File: config.mk
export PLATFORM = sky130hd
export DESIGN_NAME = gif_block_stream_parser_top
export DESIGN_NICKNAME = d
export VERILOG_FILES = /design/src/hdl/gbsp_pkg.sv /design/src/hdl/gbsp_front.sv /design/src/hdl/gbsp_queue.sv /design/src/hdl/gbsp_back.sv /design/src/hdl/gif_block_stream_parser_top.sv
export VERILOG_INCLUDE_DIRS = /design/src /design/src/hdl
export SDC_FILE = /design/constraint.sdc
export NUM_CORES = 1
export LEC_CHECK = 0
export BUFFER_PORTS_ARGS = -buffer_cell sky130_fd_sc_hd__buf_2
export CAP_MARGIN = 5
export CORE_ASPECT_RATIO = 1.75
export CORE_MARGIN = 8
export CORE_UTILIZATION = 54
export DETAILED_ROUTE_END_ITERATION = 8
export PLACE_DENSITY = 0.81
export SYNTH_ARGS = -nofsm -noshare
export SYNTH_HDL_FRONTEND = slang
export SYNTH_SLANG_ARGS = --single-unit
File: constraint.sdc
create_clock -name clk -period 5.2 [get_ports clk]
set_input_delay 0.26 -clock clk [delete_from_list [all_inputs] [get_ports clk]]
set_output_delay 0.26 -clock clk [all_outputs]
set_load 0.01 [all_outputs]
File: src/hdl/gif_block_stream_parser_top_assert.svh
// Assertion macros for the GIF block stream parser.
// Used by the front, queue and back modules; depends on nothing else.
`ifndef GIF_BLOCK_STREAM_PARSER_TOP_ASSERT_SVH
`define GIF_BLOCK_STREAM_PARSER_TOP_ASSERT_SVH
// Implication checked on every clock edge outside reset.
`define GBS_ASSERT_IMP(label, clk, rst_n, a, c) \
    label: assert property (@(posedge clk) disable iff (!rst_n) (a) |-> (c)) \
        else $error("assertion failed");
// Next-cycle implication checked outside reset.
`define GBS_ASSERT_NXT(label, clk, rst_n, a, c) \
    label: assert property (@(posedge clk) disable iff (!rst_n) (a) |=> (c)) \
        else $error("assertion failed");
`endif

File: src/hdl/gbsp_pkg.sv
// Package for the GIF block stream parser: result kinds, parse states and
// the request types passed between front, queue and back. No dependencies.
package gbsp_pkg;

    typedef enum logic [4:0] {
        K_HDR = 5'd0, K_SW = 5'd1, K_SH = 5'd2, K_SFLAGS = 5'd3, K_BG = 5'd4,
        K_ASPECT = 5'd5, K_GCOLOR = 5'd6, K_GCE = 5'd7, K_APPBYTE = 5'd8,
        K_LOOP = 5'd9, K_LEFT = 5'd10, K_TOP = 5'd11, K_WIDTH = 5'd12,
        K_HEIGHT = 5'd13, K_IFLAGS = 5'd14, K_LCOLOR = 5'd15,
        K_MINCODE = 5'd16, K_DATA = 5'd17, K_FRAMEEND = 5'd18,
        K_TRAILER = 5'd19
    } kind_t;

    typedef enum logic [3:0] {
        S_HDR, S_LSD, S_GCT, S_TOP, S_LABEL, S_GCE, S_APP, S_LOOP,
        S_SKSZ, S_SKDAT, S_IMG, S_LCT, S_MIN, S_DSZ, S_DDAT, S_DONE
    } pstate_t;

    localparam logic [7:0] BYTE_TRAILER = 8'h3B;
    localparam logic [7:0] BYTE_EXT     = 8'h21;
    localparam logic [7:0] BYTE_GCE     = 8'hF9;
    localparam logic [7:0] BYTE_APP     = 8'hFF;
    localparam logic [7:0] BYTE_IMAGE   = 8'h2C;
    localparam int QUEUE_DEPTH = 2;

    // One result request as produced by the front part.
    typedef struct packed {
        logic [4:0]  kind;
        logic [15:0] value;
        logic [7:0]  index;
        logic [7:0]  red;
        logic [7:0]  green;
        logic [7:0]  blue;
        logic        table_present;
        logic        table_sorted;
        logic [2:0]  size_code;
        logic [2:0]  three_bit_field;
        logic        flag_bit;
        logic        last;
    } result_t;

    // Identifier of the looping application extension, one byte per position.
    function automatic logic [7:0] loop_ident(input logic [3:0] pos);
        logic [7:0] r;
        begin
            unique case (pos)
                4'd0: r = 8'h4E;
                4'd1: r = 8'h45;
                4'd2: r = 8'h54;
                4'd3: r = 8'h53;
                4'd4: r = 8'h43;
                4'd5: r = 8'h41;
                4'd6: r = 8'h50;
                4'd7: r = 8'h45;
                4'd8: r = 8'h32;
                4'd9: r = 8'h2E;
                4'd10: r = 8'h30;
                default: r = 8'h00;
            endcase
            return r;
        end
    endfunction

endpackage

File: src/hdl/gbsp_front.sv
// Front of the GIF block stream parser: walks the block structure one byte a
// cycle while in_valid is high; builds result requests. Depends on gbsp_pkg.
`include "gif_block_stream_parser_top_assert.svh"
module gbsp_front (
    input  logic              clk,
    input  logic              rst_n,
    input  logic              in_valid,
    input  logic [7:0]        data_byte,
    input  logic              start_of_file,
    output logic              req_valid,
    output gbsp_pkg::result_t req
);
    import gbsp_pkg::*;

    pstate_t     state_reg, state_next, st;
    logic [3:0]  pos_reg, pos_next, pos;
    logic [7:0]  sub_reg, sub_next;
    logic [8:0]  pal_reg, pal_next;
    logic [7:0]  ent_reg, ent_next;
    logic [1:0]  phase_reg, phase_next, ph;
    logic [7:0]  low_reg, low_next, lowv;
    logic [15:0] rg_reg, rg_next, rgv;
    logic [3:0]  tf_reg, tf_next, tf;
    logic        idm_reg, idm_next, idm;
    logic [19:0] cf_reg, cf_next, cf;
    logic [8:0]  pal;
    logic [7:0]  ent, sub;
    logic [15:0] word;
    logic [3:0]  apos;
    logic        emit;
    result_t     r;
    logic [7:0]  b;

    assign b = data_byte;

    always_comb
    begin
        // Start of file behaves as a reset applied before the byte is parsed.
        st   = start_of_file ? S_HDR : state_reg;
        pos  = start_of_file ? 4'd0 : pos_reg;
        sub  = start_of_file ? 8'd0 : sub_reg;
        pal  = start_of_file ? 9'd0 : pal_reg;
        ent  = start_of_file ? 8'd0 : ent_reg;
        ph   = start_of_file ? 2'd0 : phase_reg;
        lowv = start_of_file ? 8'd0 : low_reg;
        rgv  = start_of_file ? 16'd0 : rg_reg;
        tf   = start_of_file ? 4'd0 : tf_reg;
        idm  = start_of_file ? 1'b1 : idm_reg;
        cf   = start_of_file ? 20'd0 : cf_reg;
        word = {b, lowv};
        apos = (pos > 4'd11) ? 4'd11 : pos;

        state_next = st; pos_next = pos; sub_next = sub; pal_next = pal;
        ent_next = ent; phase_next = ph; low_next = lowv; rg_next = rgv;
        tf_next = tf; idm_next = idm; cf_next = cf;
        emit = 1'b0;
        r = '0;

        unique case (st)
            S_HDR:
            begin
                emit = 1'b1; r.kind = K_HDR; r.value = {8'd0, b};
                r.index = {4'd0, pos};
                if (pos >= 4'd5)
                begin
                    state_next = S_LSD; pos_next = 4'd0;
                end
                else pos_next = pos + 4'd1;
            end
            S_LSD:
            begin
                pos_next = pos + 4'd1;
                priority case (pos)
                    4'd0, 4'd2: low_next = b;
                    4'd1: begin emit = 1'b1; r.kind = K_SW; r.value = word; end
                    4'd3: begin emit = 1'b1; r.kind = K_SH; r.value = word; end
                    4'd4:
                    begin
                        emit = 1'b1; r.kind = K_SFLAGS; r.value = {8'd0, b};
                        r.table_present = b[7]; r.size_code = b[2:0];
                        r.table_sorted = b[3]; r.three_bit_field = b[6:4];
                        tf_next = {b[7], b[2:0]};
                    end
                    4'd5: begin emit = 1'b1; r.kind = K_BG; r.value = {8'd0, b}; end
                    default:
                    begin
                        emit = 1'b1; r.kind = K_ASPECT; r.value = {8'd0, b};
                        pos_next = 4'd0;
                        if (tf[3])
                        begin
                            state_next = S_GCT;
                            pal_next = 9'd2 << tf[2:0];
                            ent_next = 8'd0; phase_next = 2'd0;
                        end
                        else state_next = S_TOP;
                    end
                endcase
            end
            S_GCT, S_LCT:
            begin
                priority case (ph)
                    2'd0: begin rg_next = {b, 8'd0}; phase_next = 2'd1; end
                    2'd1: begin rg_next = {rgv[15:8], b}; phase_next = 2'd2; end
                    default:
                    begin
                        emit = 1'b1;
                        r.kind = (st == S_GCT) ? K_GCOLOR : K_LCOLOR;
                        r.index = ent; r.red = rgv[15:8]; r.green = rgv[7:0];
                        r.blue = b; r.last = (pal <= 9'd1);
                        phase_next = 2'd0; ent_next = ent + 8'd1;
                        if (pal <= 9'd1)
                        begin
                            pal_next = 9'd0;
                            state_next = (st == S_GCT) ? S_TOP : S_MIN;
                        end
                        else pal_next = pal - 9'd1;
                    end
                endcase
            end
            S_TOP:
            begin
                pos_next = 4'd0;
                if (b == BYTE_TRAILER)
                begin
                    emit = 1'b1; r.kind = K_TRAILER; r.value = {8'd0, b};
                    state_next = S_DONE;
                end
                else if (b == BYTE_EXT) state_next = S_LABEL;
                else if (b == BYTE_IMAGE) state_next = S_IMG;
            end
            S_LABEL:
            begin
                pos_next = 4'd0;
                if (b == BYTE_GCE) state_next = S_GCE;
                else if (b == BYTE_APP)
                begin
                    state_next = S_APP; idm_next = 1'b1;
                end
                else state_next = S_SKSZ;
            end
            S_GCE:
            begin
                pos_next = pos + 4'd1;
                priority case (pos)
                    4'd0: ;
                    4'd1: cf_next = {b[4:2], b[0], 16'd0};
                    4'd2: low_next = b;
                    4'd3: cf_next = {cf[19:16], word};
                    4'd4:
                    begin
                        emit = 1'b1; r.kind = K_GCE; r.value = cf[15:0];
                        r.index = b; r.three_bit_field = cf[19:17];
                        r.flag_bit = cf[16];
                    end
                    default: begin pos_next = 4'd0; state_next = S_TOP; end
                endcase
            end
            S_APP:
            begin
                if (pos == 4'd0) pos_next = 4'd1;
                else
                begin
                    emit = 1'b1; r.kind = K_APPBYTE; r.value = {8'd0, b};
                    r.index = {4'd0, apos - 4'd1};
                    r.flag_bit = idm && (b == loop_ident(apos - 4'd1));
                    idm_next = r.flag_bit;
                    if (apos >= 4'd11)
                    begin
                        pos_next = 4'd0;
                        state_next = r.flag_bit ? S_LOOP : S_SKSZ;
                    end
                    else pos_next = apos + 4'd1;
                end
            end
            S_LOOP:
            begin
                pos_next = pos + 4'd1;
                if (pos == 4'd2) low_next = b;
                else if (pos == 4'd3)
                begin
                    emit = 1'b1; r.kind = K_LOOP; r.value = word;
                end
                else if (pos > 4'd3)
                begin
                    pos_next = 4'd0; state_next = S_TOP;
                end
            end
            S_SKSZ:
            begin
                if (b == 8'd0) state_next = S_TOP;
                else begin sub_next = b; state_next = S_SKDAT; end
            end
            S_SKDAT:
            begin
                if (sub <= 8'd1) begin sub_next = 8'd0; state_next = S_SKSZ; end
                else sub_next = sub - 8'd1;
            end
            S_IMG:
            begin
                pos_next = pos + 4'd1;
                if (pos < 4'd8)
                begin
                    if (!pos[0]) low_next = b;
                    else
                    begin
                        emit = 1'b1; r.kind = 5'(K_LEFT) + {3'd0, pos[2:1]};
                        r.value = word;
                    end
                end
                else
                begin
                    emit = 1'b1; r.kind = K_IFLAGS; r.value = {8'd0, b};
                    r.table_present = b[7]; r.size_code = b[2:0];
                    r.table_sorted = b[5]; r.flag_bit = b[6];
                    tf_next = {b[7], b[2:0]}; pos_next = 4'd0;
                    if (b[7])
                    begin
                        state_next = S_LCT; pal_next = 9'd2 << b[2:0];
                        ent_next = 8'd0; phase_next = 2'd0;
                    end
                    else state_next = S_MIN;
                end
            end
            S_MIN:
            begin
                emit = 1'b1; r.kind = K_MINCODE; r.value = {8'd0, b};
                state_next = S_DSZ;
            end
            S_DSZ:
            begin
                if (b == 8'd0)
                begin
                    emit = 1'b1; r.kind = K_FRAMEEND; state_next = S_TOP;
                end
                else begin sub_next = b; state_next = S_DDAT; end
            end
            S_DDAT:
            begin
                emit = 1'b1; r.kind = K_DATA; r.value = {8'd0, b};
                if (sub <= 8'd1) begin sub_next = 8'd0; state_next = S_DSZ; end
                else sub_next = sub - 8'd1;
            end
            S_DONE: ;
            default: ;
        endcase
    end

    assign req_valid = in_valid && emit;
    assign req = r;

    always_ff @(posedge clk or negedge rst_n)
    begin
        if (!rst_n)
        begin
            state_reg <= S_HDR; pos_reg <= '0; sub_reg <= '0; pal_reg <= '0;
            ent_reg <= '0; phase_reg <= '0; low_reg <= '0; rg_reg <= '0;
            tf_reg <= '0; idm_reg <= 1'b1; cf_reg <= '0;
        end
        else if (in_valid)
        begin
            state_reg <= state_next; pos_reg <= pos_next; sub_reg <= sub_next;
            pal_reg <= pal_next; ent_reg <= ent_next; phase_reg <= phase_next;
            low_reg <= low_next; rg_reg <= rg_next; tf_reg <= tf_next;
            idm_reg <= idm_next; cf_reg <= cf_next;
        end
    end

    `GBS_ASSERT_IMP(a_pal_phase, clk, rst_n, state_reg != S_GCT && state_reg != S_LCT
        || phase_reg != 2'd3, 1'b1)
    `GBS_ASSERT_NXT(a_done_holds, clk, rst_n,
        state_reg == S_DONE && !(in_valid && start_of_file), state_reg == S_DONE)
    `GBS_ASSERT_IMP(a_done_quiet, clk, rst_n, state_reg == S_DONE && !start_of_file,
        !req_valid)

endmodule

File: src/hdl/gbsp_queue.sv
// Short request queue between front and back of the parser.
// Depends on gbsp_pkg.
`include "gif_block_stream_parser_top_assert.svh"
module gbsp_queue (
    input  logic              clk,
    input  logic              rst_n,
    input  logic              wr_en,
    input  gbsp_pkg::result_t wr_data,
    output logic              full,
    input  logic              rd_en,
    output logic              rd_valid,
    output gbsp_pkg::result_t rd_data
);
    import gbsp_pkg::*;

    result_t    mem_reg [QUEUE_DEPTH];
    logic       wp_reg, rp_reg;
    logic [1:0] cnt_reg, cnt_next;
    logic       do_wr, do_rd;

    assign full     = (cnt_reg == 2'(QUEUE_DEPTH));
    assign rd_valid = (cnt_reg != 2'd0);
    assign rd_data  = mem_reg[rp_reg];
    assign do_wr    = wr_en && !full;
    assign do_rd    = rd_en && rd_valid;
    assign cnt_next = cnt_reg + {1'b0, do_wr} - {1'b0, do_rd};

    always_ff @(posedge clk)
    begin
        if (do_wr) mem_reg[wp_reg] <= wr_data;
    end

    always_ff @(posedge clk or negedge rst_n)
    begin
        if (!rst_n)
        begin
            wp_reg <= 1'b0; rp_reg <= 1'b0; cnt_reg <= 2'd0;
        end
        else
        begin
            if (do_wr) wp_reg <= ~wp_reg;
            if (do_rd) rp_reg <= ~rp_reg;
            cnt_reg <= cnt_next;
        end
    end

    `GBS_ASSERT_IMP(a_cnt_range, clk, rst_n, 1'b1, cnt_reg <= 2'(QUEUE_DEPTH))
    `GBS_ASSERT_IMP(a_ptr_match, clk, rst_n, cnt_reg == 2'd0 || cnt_reg == 2'd2,
        wp_reg == rp_reg)
    `GBS_ASSERT_NXT(a_count_step, clk, rst_n, do_wr && !do_rd, cnt_reg != 2'd0)

endmodule

File: src/hdl/gbsp_back.sv
// Back part of the parser: output register stage that presents results
// on the pop side. Depends on gbsp_pkg.
`include "gif_block_stream_parser_top_assert.svh"
module gbsp_back (
    input  logic              clk,
    input  logic              rst_n,
    input  logic              q_valid,
    input  gbsp_pkg::result_t q_data,
    output logic              q_take,
    input  logic              pop,
    output logic              empty,
    output gbsp_pkg::result_t res
);
    import gbsp_pkg::*;

    logic    full_reg;
    result_t res_reg;

    assign empty  = !full_reg;
    assign q_take = q_valid && (!full_reg || pop);
    assign res    = res_reg;

    always_ff @(posedge clk)
    begin
        if (q_take) res_reg <= q_data;
    end

    always_ff @(posedge clk or negedge rst_n)
    begin
        if (!rst_n) full_reg <= 1'b0;
        else if (q_take) full_reg <= 1'b1;
        else if (pop) full_reg <= 1'b0;
    end

    `GBS_ASSERT_NXT(a_hold, clk, rst_n, full_reg && !pop, full_reg && $stable(res_reg))
    `GBS_ASSERT_NXT(a_fill, clk, rst_n, q_take, full_reg)
    `GBS_ASSERT_IMP(a_kind_ok, clk, rst_n, full_reg, res_reg.kind <= K_TRAILER)

endmodule

File: src/hdl/gif_block_stream_parser_top.sv
// Top level of the GIF block stream parser.
// Depends on gbsp_pkg, gbsp_front, gbsp_queue and gbsp_back.
//
// Usage: bytes of a GIF file enter on the push side (data_byte,
// start_of_file); an item is accepted when push is high and full is low.
// A byte with start_of_file high begins a new file and clears all parse state.
// Each byte causes at most one tagged result (kind, value, index, colours,
// flags), presented on the pop side while empty is low and taken when pop
// is high. Colour table entries appear once their blue byte arrives.
// The block takes one byte every cycle while full is low. On its way out a
// result passes the front part, which classifies the byte in the cycle of
// acceptance, a two-entry request queue, which holds it, and the output
// register, which presents it. When the receiver stalls, the queue and output
// register fill; full then rises and bytes are held off until pop drains a
// result. Full looks only at the queue, so bytes that would cause no result
// are held off as well while it is high.
// After reset the block expects the header and all queues are empty.
module gif_block_stream_parser_top (
    input  logic       clk,
    input  logic       rst_n,
    input  logic       push,
    output logic       full,
    input  logic [7:0] data_byte,
    input  logic       start_of_file,
    output logic       empty,
    input  logic       pop,
    output logic [4:0] kind,
    output logic [15:0] value,
    output logic [7:0] index,
    output logic [7:0] red,
    output logic [7:0] green,
    output logic [7:0] blue,
    output logic       table_present,
    output logic       table_sorted,
    output logic [2:0] size_code,
    output logic [2:0] three_bit_field,
    output logic       flag_bit,
    output logic       last
);
    import gbsp_pkg::*;

    logic    accept, req_valid, q_full, q_valid, q_take;
    result_t req, q_data, res;

    // The queue full flag stalls input; an accepted byte's request fits.
    assign full   = q_full;
    assign accept = push && !q_full;

    gbsp_front u_front (
        .clk(clk), .rst_n(rst_n), .in_valid(accept), .data_byte(data_byte),
        .start_of_file(start_of_file), .req_valid(req_valid), .req(req)
    );

    gbsp_queue u_queue (
        .clk(clk), .rst_n(rst_n), .wr_en(req_valid), .wr_data(req),
        .full(q_full), .rd_en(q_take), .rd_valid(q_valid), .rd_data(q_data)
    );

    gbsp_back u_back (
        .clk(clk), .rst_n(rst_n), .q_valid(q_valid), .q_data(q_data),
        .q_take(q_take), .pop(pop), .empty(empty), .res(res)
    );

    assign kind = res.kind;
    assign value = res.value;
    assign index = res.index;
    assign red = res.red;
    assign green = res.green;
    assign blue = res.blue;
    assign table_present = res.table_present;
    assign table_sorted = res.table_sorted;
    assign size_code = res.size_code;
    assign three_bit_field = res.three_bit_field;
    assign flag_bit = res.flag_bit;
    assign last = res.last;

endmodule

Yosys cells after proc, flatten, opt, wreduce, memory -nomap -nowiden --
Memory sizes are Yosys's and may differ from the RTL's. A register that Yosys moved wholly into a read port is not among the register bits. Cells that the tools add are included.
Word-level totals: register bits 89, memory bits (writable) 126, bits in read-only memories 112, word-level logic and storage cells 217, memories 2
Memories:
- u_queue.mem_reg | depth 2, width 63, rd ports 1, clocked after Yosys merged registers in 1, write ports 1, RTL line gbsp_queue.sv:16 | result_t mem_reg [QUEUE_DEPTH];
- (no name shown) | depth 16, width 7, rd ports 1, clocked after Yosys merged registers in 0, write ports 0, RTL line gbsp_pkg.sv:46 | unique case (pos)
Cells by class: $add $sub $neg 9, $lt $le $gt $ge 7, eq/ne operators 27, shifts and indexed selects 2, multiplexer cells 128, bitwise gates (word level) 2, reduce and logical (&&, ||, !) cells 25
Operators by type and width (count):
- 4-bit 2-to-1 mux | 39
- 8-bit 2-to-1 mux | 17
- 16-bit one-hot mux with 7 select lines | 1
- 19-bit one-hot mux with 5 select lines | 1
- 21-bit 2-to-1 mux | 4
- 9-bit 2-to-1 mux | 7
- 20-bit 2-to-1 mux | 3
- 4-bit one-hot mux with 14 select lines | 1
- 5-bit one-hot mux with 10 select lines | 1
- 8-bit one-hot mux with 3 select lines | 2
- 20-bit one-hot mux with 2 select lines | 1
- 16-bit 2-to-1 mux | 2
- 32-bit 2-to-1 mux | 1
- 16-bit one-hot mux with 2 select lines | 1
- 8-bit one-hot mux with 4 select lines | 1
- 4-bit == test, second input constant | 7
- 28-bit 2-to-1 mux | 1
- 4-bit one-hot mux with 7 select lines | 1
- 27-bit 2-to-1 mux | 1
- 9-bit one-hot mux with 3 select lines | 1
- 4-bit by 3-bit == test with 1-bit output, second input constant | 6
- 8-bit by 6-bit == test with 1-bit output, second input constant | 3
- 24-bit 2-to-1 mux | 1
- 1-bit 2-to-1 mux | 23
- 46 further kinds | 74

Depth between registers and ports, before layout --
Gate-level depths: netlist (run 1). An unclocked memory read counts as a cell.
depth after elaboration 13, depth in mapped cells 18, depth with buffers taken out 12

By module --
Synthesis (run 1) repeated with hierarchy kept, for this count alone.
Unflattened totals: cells, all modules 1139, area, all modules 13912.1 µm²
By module, submodules not included:
- gbsp_front | instances 1, cells each 856, area an instance 6910.4 µm²
- gbsp_queue | instances 1, cells each 214, area an instance 5048.6 µm²
- gbsp_back | instances 1, cells each 68, area an instance 1939.4 µm²
- gif_block_stream_parser_top | instances 1, cells each 1, area an instance 13.8 µm²

Worst setup path after synthesis (run 1) --
No wires, ideal clock.
path kind input to register, start point input start_of_file, end point memory u_queue.mem_reg[0][0] (netlist name), enable pin, setup time 0.484 ns, arrival time 4.873 ns, data required time 4.716 ns, slack -0.157 ns, cell stages on the path 13, path through buf_6 -> buf_2 -> inv_1 -> clkbuf_1 -> nand2_1 -> ha_1 -> clkbuf_1 -> nand4bb_1 -> nor4_1 -> nor2_1 -> nand2_1 -> o31ai_1 -> nor2_1
Between the ends: cells in the longest elaborated chain, start to end 9, elaborated cells between the ends (all ways) 39, classes of those cells 1 x order compare; 15 x eq/ne; 14 x mux; 9 x reduce/logical
RTL lines:
- start: declaration | RTL line gif_block_stream_parser_top.sv:24 | input logic start_of_file,
- parallel branches: the longest is 4 deep, another holds 4-bit < comparator
- 1-bit one-hot mux with 9 select lines (*) | RTL line gbsp_front.sv:59 | unique case (st)
- 1-bit logical AND (*) | RTL line gbsp_front.sv:248 | assign req_valid = in_valid && emit;
- 1-bit logical AND (*) | RTL line gbsp_queue.sv:24 | assign do_wr = wr_en && !full;
- 1-bit 2-to-1 mux (*) | RTL line gbsp_queue.sv:30 | if (do_wr) mem_reg[wp_reg] <= wr_data;
- 1-bit 2-to-1 mux (implied by the code) (*) | RTL line gbsp_queue.sv:30
- end: declaration | RTL line gbsp_queue.sv:16
Mark *: on every way between the ends.

Worst setup path after layout (run 1) --
start point register u_front.pos_reg[3], end point register u_front.state_reg[0]
Between the ends: cells in the longest elaborated chain, start to end 13, elaborated cells between the ends (all ways) 32, classes of those cells 1 x add/sub; 5 x order compare; 6 x eq/ne; 15 x mux; 4 x reduce/logical; 1 x memory
RTL lines:
- start: declaration | RTL line gbsp_front.sv:16 | logic [3:0] pos_reg, pos_next, pos;
- start signal: assignment | RTL line gbsp_front.sv:261 | state_reg <= state_next; pos_reg <= pos_next; sub_reg <= sub_next;
- 4-bit 2-to-1 mux (*) | RTL line gbsp_front.sv:40 | pos = start_of_file ? 4'd0 : pos_reg;
- 4-bit > comparator | RTL line gbsp_front.sv:51 | apos = (pos > 4'd11) ? 4'd11 : pos;
- 4-bit 2-to-1 mux | RTL line gbsp_front.sv:51
- 4-bit by 1-bit subtractor with 4-bit output | RTL line gbsp_front.sv:165 | r.flag_bit = idm && (b == loop_ident(apos - 4'd1));
- memory read 16 x 7 bit
- 8-bit 2-to-1 mux | RTL line gbsp_front.sv:160 | if (pos == 4'd0) pos_next = 4'd1;
- 8-bit 2-to-1 mux | RTL line gbsp_front.sv:59
- 8-bit == test | RTL line gbsp_front.sv:165
- 1-bit logical AND | RTL line gbsp_front.sv:165
- 4-bit 2-to-1 mux | RTL line gbsp_front.sv:170 | state_next = r.flag_bit ? S_LOOP : S_SKSZ;
- 4-bit 2-to-1 mux | RTL line gbsp_front.sv:167 | if (apos >= 4'd11)
- 4-bit 2-to-1 mux | RTL line gbsp_front.sv:160
- 4-bit one-hot mux with 14 select lines (*) | RTL line gbsp_front.sv:59
- end signal: assignment | RTL line gbsp_front.sv:261
- end: declaration | RTL line gbsp_front.sv:15 | pstate_t state_reg, state_next, st;
Mark *: on every way between the ends. The rest lies on a longest branch, timed or not. The select of a mux whose other input is x is not followed. A chain may end at the register's enable or synchronous reset.

==> flow_summary.toml, run 1 <==
[pwr]
ir_drop_mv = 0.355
power_density_nw_per_um2 = 511
p_leak_nw = 5.72

[cts]
clkTransAtPathRegs_ns = 0.08
cts.sinks = 278
clk-insertion-delay-late_ns = 0.55
clockBufferDepth = 3
ctsRootBufferMaster = "clkbuf_16"
cts_buffers = 24
cts_tree = "yes"
h-tree-depth = 1
postCtsSetupBuffers = 0

[placement]
port_buffers = 77
placed_area_um2 = 14300
gp_congestion = 0.995
preCtsSetupSlack_ns = 1.29
dp.cells = 1491
dp_hpwl_mm = 26.5

[global_route]
grt_pass1_wl_mm = 59.9
grt_pass1_vias = 10300
grt_util_all_layers = 0.255
grt_overflow = 0
antenna_found_initial = 1
grt_max_degree = 66

[floorplan]
fp-row-count = 77
die-area_um2 = 30800
start_util = 0.544
coreArea_um2 = 25000
die_y_um = 226
io_pins = 78
die_w_um = 136

[setup_path]
cp.arrival_ns = 4.42
crit_fanout = 18
timing.rr.start = "u_front.pos_reg[3]$_DFFE_PN0P_"
cp.required_ns = 5.65
start_kind = "flip-flop"
startpoint = "u_front.pos_reg[3]$_DFFE_PN0P_"
end_kind = "flip-flop"
crit_type = "reg -> reg"
reg2reg_slack_ns = 1.22
r2r_end = "u_front.state_reg[0]$_DFFE_PN0P_"
reg2reg_depth = 12
endpoint = "u_front.state_reg[0]$_DFFE_PN0P_"

[job]
max-cap-violations = 0

[timing]
fin_setup_tns_ns = 0
setup-violations-final = 0
skew_ns = 0.0436
rsz0062_at_grt = "false"
drv_slew = 0
finalHoldViolCount = 0
slew_headroom = 0.116
worstMarginPinSlew_ns = 1.31
clock.fmax_mhz = 251
fin_ws_ns = 1.22
post-route-period-util = 0.765
min_period_ns = 3.98

[final_layout]
drive_gt1_frac = 0.192
post-route-util = 0.602
fill_cells = 1988
areaGrowthSynthToFinish_pct = 10.6
final_nets = 1236
largest_register_ffs = 126
fin_cells = 1538
final_cell_area_um2 = 15100

[yosys]
netlist_instances = 1152
synth_seq_cells = 278
yosysTopAreaCell = "edfxtp_1"
synthTopCellsByArea = "edfxtp_1, dfrtp_1, mux2_2, a22o_1, nand2_1"
yosys.cell_count.top_type = "edfxtp_1"
synth_top_area_frac = 0.416
synth_compound_area_frac = 0.163
syn_avg_cell_area_um2 = 11.8
synth_edf_count = 189
syn_area_um2 = 13600
yosys_warnings = 0
seq_area_frac_synth = 0.580
synth_nets = 1185
synth_cell_type_count = 83
synth-main-ff-cell = "edfxtp_1"
synthAdderAreaFrac = 0.0184
synth_common_cells = "edfxtp_1, dfrtp_1, nand2_1"
synth_top_family_by_area = "compound AO/OA/AOI/OAI gates"
synthMuxAreaShare = 0.0598
synth-xor-area-share = 0.00899
synthSimpleGateAreaFrac = 0.139
postSynth.asyncResetShare = 0.320

[drt]
drc = 0
postRouteAntennaNets = 0
wl_mm = 39.3
drt_pass1_iterations = 7
vias = 10300
viasPerCell = 6.69
routedWlPerCell_um = 25.6
drt_iter0_drc = 1069

[outcome]
status = "completed"

[hold_path]
min_path_type = "in -> async"
worst max-delay path, cell delays in order, from the launching register on:
cell and delay, ns:
dfrtp_1 0.73, a21oi_1 0.16, nor2_1 0.32, inv_1 0.16, ha_1 0.22, inv_1 0.05
ha_1 0.32, mux2_2 0.39, or3_4 0.34, a2111oi_4 0.35, o32ai_2 0.18, or4_1 0.48
a31oi_1 0.17
worst min path at each step:
stage,start,endpoint,slack [ns]
3_3_place_gp,rst_n,u_front.pal_reg[5]$_DFFE_PN0P_,0.20
3_5_place_dp,rst_n,u_front.pal_reg[5]$_DFFE_PN0P_,0.21
2_1_floorplan,rst_n,u_back.full_reg$_DFFE_PN0P_,-0.04
6_report,rst_n,u_front.pal_reg[8]$_DFFE_PN0P_,0.18
5_1_grt,rst_n,u_front.pal_reg[8]$_DFFE_PN0P_,0.20
4_1_cts,rst_n,u_front.pal_reg[5]$_DFFE_PN0P_,0.17
area by class of cell:
| type | instances | area [um^2] | share of cell area |
|---|---|---|---|
| Tap cell | 316 | 395 | 0.0262 |
| Timing Repair Buffer | 104 | 596 | 0.0395 |
| Antenna cell | 1 | 2.50 | 0.000166 |
| Clock buffer | 31 | 647 | 0.0429 |
| Clock inverter | 13 | 92.6 | 0.00614 |
| Inverter | 26 | 97.6 | 0.00647 |
| Multi-Input combinational cell | 769 | 5340 | 0.354 |
| Sequential cell | 278 | 7910 | 0.524 |
where the power goes:
part | total, mW | internal, mW | switching (mW)
Sequential | 3.37 | 3.07 | 0.308
Combinational | 2.62 | 0.949 | 1.67
Clock | 1.70 | 0.893 | 0.808
timing repair:
| action | 4_1_cts | 5_1_grt |
|---|---|---|
| endpoints found under the hold margin | 27 | 0 |
| hold buffers | 2 | 0 |
| resized for setup | 0 | 0 |
cells in the final DEF (no fill, tap or decap), types with 25 or more instances in the layout:
| cell type | synthesis | final |
|---|---|---|
| dfrtp_1 | 88 | 87 |
| a22o_1 | 53 | 53 |
| mux2_2 | 68 | 68 |
| o21ai_0 | 52 | 52 |
| buf_2 | 14 | 76 |
| inv_1 | 25 | 25 |
| nor2_1 | 57 | 56 |
| a21oi_1 | 49 | 48 |
| edfxtp_1 | 189 | 189 |
| buf_4 | 1 | 26 |
| nand2_1 | 85 | 85 |
| nor3_1 | 29 | 29 |
| and2_1 | 35 | 34 |
cell families (layout without fill, tap and decap cells):
family / count (synthesis) / in the layout
DFF: 278 / 278
muxes: 73 / 73
adders and majority gates: 20 / 20
xor gates and xnor gates: 14 / 14
and+or+nand+nor: 352 / 352
AOI/OAI and AO/OA: 310 / 310
other: 0 / 1
buffers and inverters: 105 / 174
stage by stage:
step	hold slack, ns	power [mW]
after floorplan	-0.0356	5.11
after global placement	0.205	5.93
after detailed placement	0.206	6.01
after CTS	0.171	7.70
after global routing	0.196	8.05
final	0.182	7.70
metal layers:
metal | vias up | global-route usage | wire length, um
met5 | - | 0 | 0
met4 | 0 | 0.188 | 3110
met3 | 174 | 0.0325 | 2680
met2 | 566 | 0.452 | 20300
met1 | 5052 | 0.271 | 13200
li1 | 4502 | - | -
Note: power is estimated with default switching activity, not from simulation.
==> run 2: changes to the inputs <==
clock period = 3.2 ns   (was 5.2 ns; I/O delays follow)
==> flow_summary.toml, run 2 (synthesis results as in run 1) <==
[job]
max-cap-violations = 0

[pwr]
power_density_nw_per_um2 = 839
p_total_mw = 13.3
p_leak_nw = 6.16
pwr-share-clk = 0.224
swShare = 0.352
p_switching_mw = 4.70
p_comb_frac = 0.364
ir_drop_mv = 0.432
internal_power_mw = 8.64
p_seq_frac = 0.412

[drt]
routedWlPerCell_um = 26.0
drc = 0
vias = 10500
drt_pass1_iterations = 6
wl_mm = 41.9
drt_iter0_drc = 964
viasPerCell = 6.52
postRouteAntennaNets = 0

[floorplan]
die_w_um = 136
io_pins = 78
coreArea_um2 = 25000
die_y_um = 226
start_util = 0.544
die-area_um2 = 30800
fp-row-count = 77

[placement]
port_buffers = 77
dp_hpwl_mm = 29.4
gp_congestion = 1.09
dp.cells = 1559

[setup_path]
critical_path.cell_chain = "a21oi_2 > nor2_2 > inv_2 > ha_4 > inv_2 > ha_4 > mux2_4 > or3_4 > a2111oi_4 > o32ai_4 > or4_1 > a31oi_1"
cp.arrival_ns = 3.60
crit_type = "reg -> reg"
crit_fanout = 5
cp.required_ns = 3.64
start_kind = "flip-flop"
end_kind = "flip-flop"
max_stage_delay_ns = 0.44
worstPathBufferInverterCount = 2
cpLargestDelayFamily = "compound AO/OA/AOI/OAI gates"
crit_slowest_cell = "dfrtp_2"

[final_layout]
fin_cells = 1612
areaGrowthSynthToFinish_pct = 16.6
drive_gt1_frac = 0.251
mostFrequentLayoutCells = "edfxtp_1, buf_4, nand2_1, dfrtp_1, buf_2"
final_nets = 1310
largest_register_ffs = 126
post-route-util = 0.635
final_common_cell = "edfxtp_1"

[cts]
clockBufferDepth = 3
cts_tree = "yes"
cts.sinks = 278
ctsRootBufferMaster = "clkbuf_16"
cts_buffers = 24
h-tree-depth = 1
clk-insertion-delay-late_ns = 0.52
clkTransAtPathRegs_ns = 0.07

[timing]
setup-violations-final = 0
post-route-period-util = 0.988
clock.fmax_mhz = 316
drv_slew = 0
min_period_ns = 3.16
rsz0062_at_grt = "true"
slew_headroom = 0.367
skew_ns = 0.0115
finalHoldViolCount = 0
worstMarginPinSlew_ns = 0.950

[global_route]
grt_pass1_wl_mm = 63.4
grt_util_all_layers = 0.273
grt_pass1_vias = 10600
grt_overflow = 0
grt_max_degree = 69
antenna_found_initial = 0

[hold_path]
min_path_type = "in -> reg"

[outcome]
status = "completed"
==> run 2: through the flow <==
step	setup TNS [ns]	setup slack [ns]	hold WS, ns	area [um^2]
after floorplan	-1.18	-0.0188	-0.136	13700
after global placement	-0.0209	-0.0209	0.338	15000
after detailed placement	-0.102	-0.0644	0.338	15000
after CTS	0	0.0361	0.0804	15800
after global routing	-0.141	-0.0807	0.133	15900
final	0	0.0396	0.115	15900
==> run 2: worst paths after layout <==
check,startpoint,end,slack [ns],cells past startpoint
max in group asynchronous,rst_n,u_queue.rp_reg$_DFFE_PN0P_,2.19,2
worst max register to register,u_front.pos_reg[2]$_DFFE_PN0P_,u_front.state_reg[0]$_DFFE_PN0P_,0.04,12
worst max-delay path,u_front.pos_reg[2]$_DFFE_PN0P_,u_front.state_reg[0]$_DFFE_PN0P_,0.04,12
worst min register to register,u_front.rg_reg[6]$_DFFE_PN0P_,u_front.rg_reg[6]$_DFFE_PN0P_,0.50,1
worst min-delay path,data_byte[4],u_front.sub_reg[4]$_DFFE_PN0P_,0.11,3
min in group asynchronous,rst_n,u_front.rg_reg[3]$_DFFE_PN0P_,0.31,2
==> run 2: tightest hold or removal path, cell delays in order <==
cell and delay [ns]:
buf_2 0.18, a21oi_1 0.15, o22ai_1 0.09
==> run 2: power groups by stage <==
stage	registers (mW)	clock network (mW)	logic [mW]
after detailed placement	5.55	0	4.70
after CTS	5.49	3.03	4.74
after floorplan	5.53	0	2.81
after global routing	5.57	3.16	5.20
final	5.50	3.00	4.85
after global placement	5.50	0	4.65
==> run 2: metal layers <==
layer,up-vias,routed length (um),GRT usage
li1,4661,-,-
met1,5212,14600,0.299
met2,495,22500,0.502
met3,140,2360,0.0283
met4,0,2330,0.147
met5,-,0,0
==> run 2: area by class of cell <==
cell class,instances,area (um^2)
flip-flops and latches,278,7910
fillers,1874,9150
diodes,1,2.50
clock buffers,35,703
well taps,316,395
clock inverters,9,126
repair buffers,178,1240
multi-input cells,769,5430
inverters,26,97.6
==> run 2: what timing repair did <==
item                                    4_1_cts  5_1_grt
hold buffers                                  2        0
setup buffers                                 0        6
hold endpoints to repair                     67        0
gates resized for setup                       2        8
endpoints found under the setup margin        6        8
pin swaps                                     0        4
